### src/rtl/hlrr_pkg.sv
// Shared types, widths and constants of the hit-to-line residual block.
package hlrr_pkg;

  localparam int unsigned COORD_WIDTH    = 24;
  localparam int unsigned DIR_WIDTH      = 18;
  localparam int unsigned NORM_WIDTH     = 18;
  localparam int unsigned CFG_DATA_WIDTH = (COORD_WIDTH > DIR_WIDTH) ? COORD_WIDTH : DIR_WIDTH;
  localparam int unsigned CFG_IDX_WIDTH  = 3;
  localparam int unsigned REGION_WIDTH   = 5;

  // Fixed-point chain: shift amounts of the three rounding steps
  localparam int unsigned D16_SHIFT = 12;
  localparam int unsigned LAM_SHIFT = 16;
  localparam int unsigned OFF_SHIFT = 20;

  // Datapath widths, each sized to hold its full range
  localparam int unsigned DIFF_W  = COORD_WIDTH + 1;
  localparam int unsigned PROD_W  = DIFF_W + DIR_WIDTH;
  localparam int unsigned DOT_W   = PROD_W + 2;
  localparam int unsigned D16_W   = DOT_W - D16_SHIFT;
  localparam int unsigned LPROD_W = D16_W + NORM_WIDTH + 1;
  localparam int unsigned LAM_W   = LPROD_W - LAM_SHIFT;
  localparam int unsigned OPROD_W = LAM_W + DIR_WIDTH;
  localparam int unsigned OFF_W   = OPROD_W - OFF_SHIFT;
  localparam int unsigned PROJ_W  = ((OFF_W > COORD_WIDTH) ? OFF_W : COORD_WIDTH) + 1;
  localparam int unsigned RES_W   = PROJ_W + 1;

  // Grid: bin edges in coordinate units, Q11.12 fraction bits
  localparam int unsigned GRID_FRAC = 12;
  localparam int unsigned GRID_TOP  = 32;
  localparam int unsigned GRID_BITS = $clog2(GRID_TOP);
  localparam int unsigned GRID_DIM  = 5;
  localparam int unsigned NUM_EDGES = GRID_DIM - 1;
  localparam int unsigned BIN_EDGE [NUM_EDGES] = '{5, 12, 20, 27};
  localparam int unsigned BIN_W     = $clog2(GRID_DIM);

  localparam int unsigned NUM_STAGES = 8;

  typedef enum logic [CFG_IDX_WIDTH-1:0] {
    REG_CENTRE_X = 3'd0,
    REG_CENTRE_Y = 3'd1,
    REG_CENTRE_Z = 3'd2,
    REG_DIR_X    = 3'd3,
    REG_DIR_Y    = 3'd4,
    REG_DIR_Z    = 3'd5,
    REG_INV_NORM = 3'd6
  } cfg_reg_e;

  typedef struct packed {
    logic signed [COORD_WIDTH-1:0] centre_x;
    logic signed [COORD_WIDTH-1:0] centre_y;
    logic signed [COORD_WIDTH-1:0] centre_z;
    logic signed [DIR_WIDTH-1:0]   dir_x;
    logic signed [DIR_WIDTH-1:0]   dir_y;
    logic signed [DIR_WIDTH-1:0]   dir_z;
    logic [NORM_WIDTH-1:0]         inv_norm;
  } cfg_t;

  typedef struct packed {
    logic signed [COORD_WIDTH-1:0] hit_px;
    logic signed [COORD_WIDTH-1:0] hit_py;
    logic signed [COORD_WIDTH-1:0] hit_pz;
  } hit_t;

  typedef struct packed {
    logic signed [COORD_WIDTH-1:0] resid_x;
    logic signed [COORD_WIDTH-1:0] resid_y;
    logic signed [COORD_WIDTH-1:0] resid_z;
    logic [REGION_WIDTH-1:0]       region_index;
    logic                          in_grid;
    logic                          saturated;
  } result_t;

endpackage

### src/rtl/hlrr_cfg.sv
// Configuration register bank: line centre, direction and reciprocal norm.
module hlrr_cfg
  import hlrr_pkg::*;
(
  input  logic                      clk_i,
  input  logic                      rst_ni,
  input  logic                      cfg_we_i,
  input  logic [CFG_IDX_WIDTH-1:0]  cfg_idx_i,
  input  logic [CFG_DATA_WIDTH-1:0] cfg_wdata_i,
  output cfg_t                      cfg_o
);

  cfg_t cfg_q, cfg_d;

  always_comb begin
    cfg_d = cfg_q;
    if (cfg_we_i) begin
      case (cfg_reg_e'(cfg_idx_i))
        REG_CENTRE_X: cfg_d.centre_x = cfg_wdata_i[COORD_WIDTH-1:0];
        REG_CENTRE_Y: cfg_d.centre_y = cfg_wdata_i[COORD_WIDTH-1:0];
        REG_CENTRE_Z: cfg_d.centre_z = cfg_wdata_i[COORD_WIDTH-1:0];
        REG_DIR_X:    cfg_d.dir_x    = cfg_wdata_i[DIR_WIDTH-1:0];
        REG_DIR_Y:    cfg_d.dir_y    = cfg_wdata_i[DIR_WIDTH-1:0];
        REG_DIR_Z:    cfg_d.dir_z    = cfg_wdata_i[DIR_WIDTH-1:0];
        REG_INV_NORM: cfg_d.inv_norm = cfg_wdata_i[NORM_WIDTH-1:0];
        default: ;
      endcase
    end
  end

  always_ff @(posedge clk_i or negedge rst_ni) begin
    if (!rst_ni) begin
      cfg_q.centre_x <= '0;
      cfg_q.centre_y <= '0;
      cfg_q.centre_z <= '0;
      cfg_q.dir_x    <= DIR_WIDTH'(65536);
      cfg_q.dir_y    <= '0;
      cfg_q.dir_z    <= '0;
      cfg_q.inv_norm <= NORM_WIDTH'(65536);
    end else begin
      cfg_q <= cfg_d;
    end
  end

  assign cfg_o = cfg_q;

endmodule

### config.mk
export PLATFORM = sky130hd
export DESIGN_NAME = hlrr_cfg
export DESIGN_NICKNAME = d
export VERILOG_FILES = /design/src/rtl/hlrr_pkg.sv /design/src/rtl/hlrr_cfg.sv
export SDC_FILE = /design/constraint.sdc
export NUM_CORES = 1
export LEC_CHECK = 0
export ABC_AREA = 1
export BUFFER_PORTS_ARGS = -buffer_cell sky130_fd_sc_hd__buf_2
export CORE_ASPECT_RATIO = 2
export CORE_MARGIN = 4
export CORE_UTILIZATION = 35
export CTS_CLUSTER_SIZE = 12
export DETAILED_ROUTE_END_ITERATION = 10
export HOLD_SLACK_MARGIN = 0.03
export SLEW_MARGIN = 20
export SYNTH_ARGS = -nofsm -noshare
export SYNTH_HDL_FRONTEND = slang
export SYNTH_SLANG_ARGS = --single-unit
### constraint.sdc
create_clock -name clk_i -period 1.8 [get_ports clk_i]
set_input_delay 0.36 -clock clk_i [delete_from_list [all_inputs] [get_ports clk_i]]
set_output_delay 0.36 -clock clk_i [all_outputs]
set_load 0.01 [all_outputs]
==> PnR_summary.wiki <==
{| class="wikitable"
! Metric !! Value
|-
| Result of the run || complete, no violations
|-
| CTS Buffer Depth || 2
|-
| Sum of overflow across all layers after global routing || 0
|-
| Total number of vias || just under 5000
|-
| Count of input and output buffers || around 170
|-
| Cell Rows || 65
|-
| Initial core utilization || between 30% and 40%
|-
| Aggregate routed wire length || between 15000 and 20000 µm
|-
| R2r startpoint || cfg_o[70]
|-
| Clk sinks || about 140
|-
| Maximum capacitance violations || 0
|-
| Category of cells accounting for the largest share of critical-path delay || flip-flops
|-
| Top achievable clock speed || 696 MHz
|-
| Mean Syn Cell Area || roughly 9.0 µm²
|-
| Drt first-iter violations || about 240
|-
| Final count of negative-setup-slack endpoints || 0
|-
| Met2 GRT Util || about a third
|-
| Sequential-to-total area share from yosys stat || about 63%
|-
| Hold crit path type || primary input to flop
|-
| Number of distinct standard cells referenced by the synthesized netlist || 14
|-
| ANT nets after route || 0
|-
| Setup Total Neg Slack || 0 ns
|-
| All-layer global routing usage || 19.6%
|-
| Post-synth top area share || between 60% and 70%
|-
| Horiz. Die Dim || 98.3 µm
|-
| Detailed-route vias per instance || about 4.7
|-
| Die area || between 15000 and 20000 µm²
|-
| Post-layout nets || 839
|-
| Number of buffers inserted during clock tree synthesis || 17
|-
| Number of remaining DRC errors || 0
|-
| Floorplan Core Area || ~16000 µm²
|-
| Maximum fanout along the worst path || 2
|-
| Stage delay of the slowest cell on the critical path || 0.53 ns
|-
| Number of detailed-routing iterations run before antenna repair || 4
|-
| Register-to-register setup slack || roughly 1.1 ns
|-
| Number of top-level pins || about 170
|-
| First element of the critical path || cfg_o[70]
|-
| Post-route minimum period || around 1.4 ns
|-
| Clock-pin slew reported for the worst setup and hold paths after clock tree synthesis || roughly 0.060 ns
|-
| Max-slew headroom || between 60 and 70%
|-
| CTS tree || done
|-
| CTS Root Cell || clkbuf_16
|-
| Routed wirelength normalized by instance count || about 17 µm
|-
| Leakage power summed over all cells || ~4.3 nW
|-
| Proportion of layout cells with a drive suffix above 1 || between 20% and 30%
|-
| Via count of the first global-routing pass || 4854
|-
| Worst clock skew || 0 ns
|-
| First-pass GRT wire length || ~28000 µm
|-
| Count of state elements after synthesis || roughly 140
|-
| Critical-path cell list || buf_2
|-
| DP Wirelength || 12500 µm
|-
| Antenna violations before repair || 0
|-
| Tightest Pin Transition || 0.513 ns
|-
| Number of hold violations in the final report || 0
|-
| Category of the most critical setup path || flop to output port
|-
| Final Cycle Share || 79.8%
|-
| Final GP Congestion || around 0.76
|-
| H-Tree Depth || 4
|-
| Pin count of the biggest net entering global routing || between 40 and 50
|-
| Area growth syn-to-layout || 29.8%
|-
| Worst path bufs/invs || 1
|-
| Final core utilization || between 40 and 50%
|-
| Endpoint with the worst hold slack || cfg_o[141]
|-
| Clock latency of the later-clocked register in the worst-skew pair || about 0.41 ns
|-
| Min Hold Slack || 0.219 ns
|-
| Die boundary height || between 150 and 200 µm
|-
| Number of cells on the worst hold path || 3
|-
| Min-delay src || cfg_wdata_i[21]
|-
| Area of the mapped netlist || between 5000 and 6000 µm²
|-
| Max IR drop VDD || 0.592 mV
|-
| Worst R2R End || cfg_o[70]
|-
| Mapped Cells || between 600 and 700
|-
| Setup crit start kind || flop
|-
| Worst EP required || roughly 1.4 ns
|-
| Reg2reg path depth || 2
|-
| Met1 layer usage reported by global route || 22.2%
|-
| Synth area leaders || dfrtp_1 62%, nand2_1 23%, nand3_1 7.9%
|-
| Post-synthesis cell type with the largest combined area || dfrtp_1
|-
| Number of nets in the synthesized netlist || 662
|-
| Data arrival time of the critical path || between 1 and 1.5 ns
|-
| Number of diodes || 0
|-
| Largest register FFs || 144
|-
| RSZ-0062 raised after global routing || no
|-
| Number of slew-limit violations in the final report || 0
|-
| Type of destination of the critical path || output port
|-
| Number of warnings reported in the yosys synthesis log || 0
|-
| Pwr Density || approximately 1300 nW/µm²
|-
| Met3 layer usage reported by global route || under 10%
|-
| Global routing's busiest layer || met2
|-
| Slowest cell on crit path || dfstp_2
|}
-- how the worst max path moves through the flow --
stage                             to  depth (start not counted)
after floorplan            cfg_o[61]                          7
after CTS                  cfg_o[70]                          1
after global routing       cfg_o[70]                          1
after detailed placement  cfg_o[102]                          6
final                      cfg_o[70]                          1
after global placement     cfg_o[39]                          6
-- cells by family (layout without fill, tap and decap cells) --
| logic type | count (synthesis) | after routing | share of synthesized area [%] |
|---|---|---|---|
| buf+inv | 37 | 227 | 4.16 |
| flops | 144 | 144 | 63.1 |
| simple gates | 451 | 451 | 32.7 |
-- per-layer routing --
layer  wire length (µm)  share of wire (%)
met5                  0                  0
met4                599                3.4
met3                878                5.0
met2               9490                 54
met1               6740                 38
-- cell type report --
class                   count  area [µm²]
repair buffers            189        1030
clock inverters            14         201
clock buffers              18         429
fillers                  1613        8520
inverters                   6        22.5
well taps                 201         251
multi-input cells         451        1870
flip-flops and latches    144        3610
-- power by group --
group	internal [mW]	switching [mW]
Sequential	3.85	0.332
Combinational	0.716	1.16
Clock	2.35	1.43
-- stage by stage --
stage                     instances  total power, mW  setup slack, ns  area [µm²]
after floorplan                 632             5.09            0.568        5710
after global placement          990             6.11            0.340        6780
after detailed placement        990             6.16            0.293        6780
after CTS                      1023             9.96            0.330        7420
after global routing           1023             10.3            0.321        7420
final                          1023             9.83            0.364        7420
-- cells in the final DEF (no fill, tap or decap) --
master,instances
buf_6,1
clkinv_2,1
dfstp_2,2
nand3_1,90
nor2_2,2
bufinv_16,4
inv_1,3
clkinv_4,2
buf_12,3
nor2_4,5
clkbuf_16,17
dfrtp_1,142
clkinvlp_4,2
nand2_4,2
buf_4,12
dlygate4sd3_1,1
inv_2,3
clkbuf_1,1
nand2_1,348
nand2_2,4
buf_2,172
inv_6,5
-- synthesized netlist by cell type, drive strengths merged --
cell type,n
inv,6
buf,28
clkbuf,3
dfstp,2
nand2,354
nor2,7
nand3,90
dfrtp,142
-- timing repair --
item,4_1_cts,5_1_grt
buffers inserted,0,0
hold buffers,1,0
resized for setup,0,0
hold endpoints to repair,39,0
(Power assumes the default switching activity.)
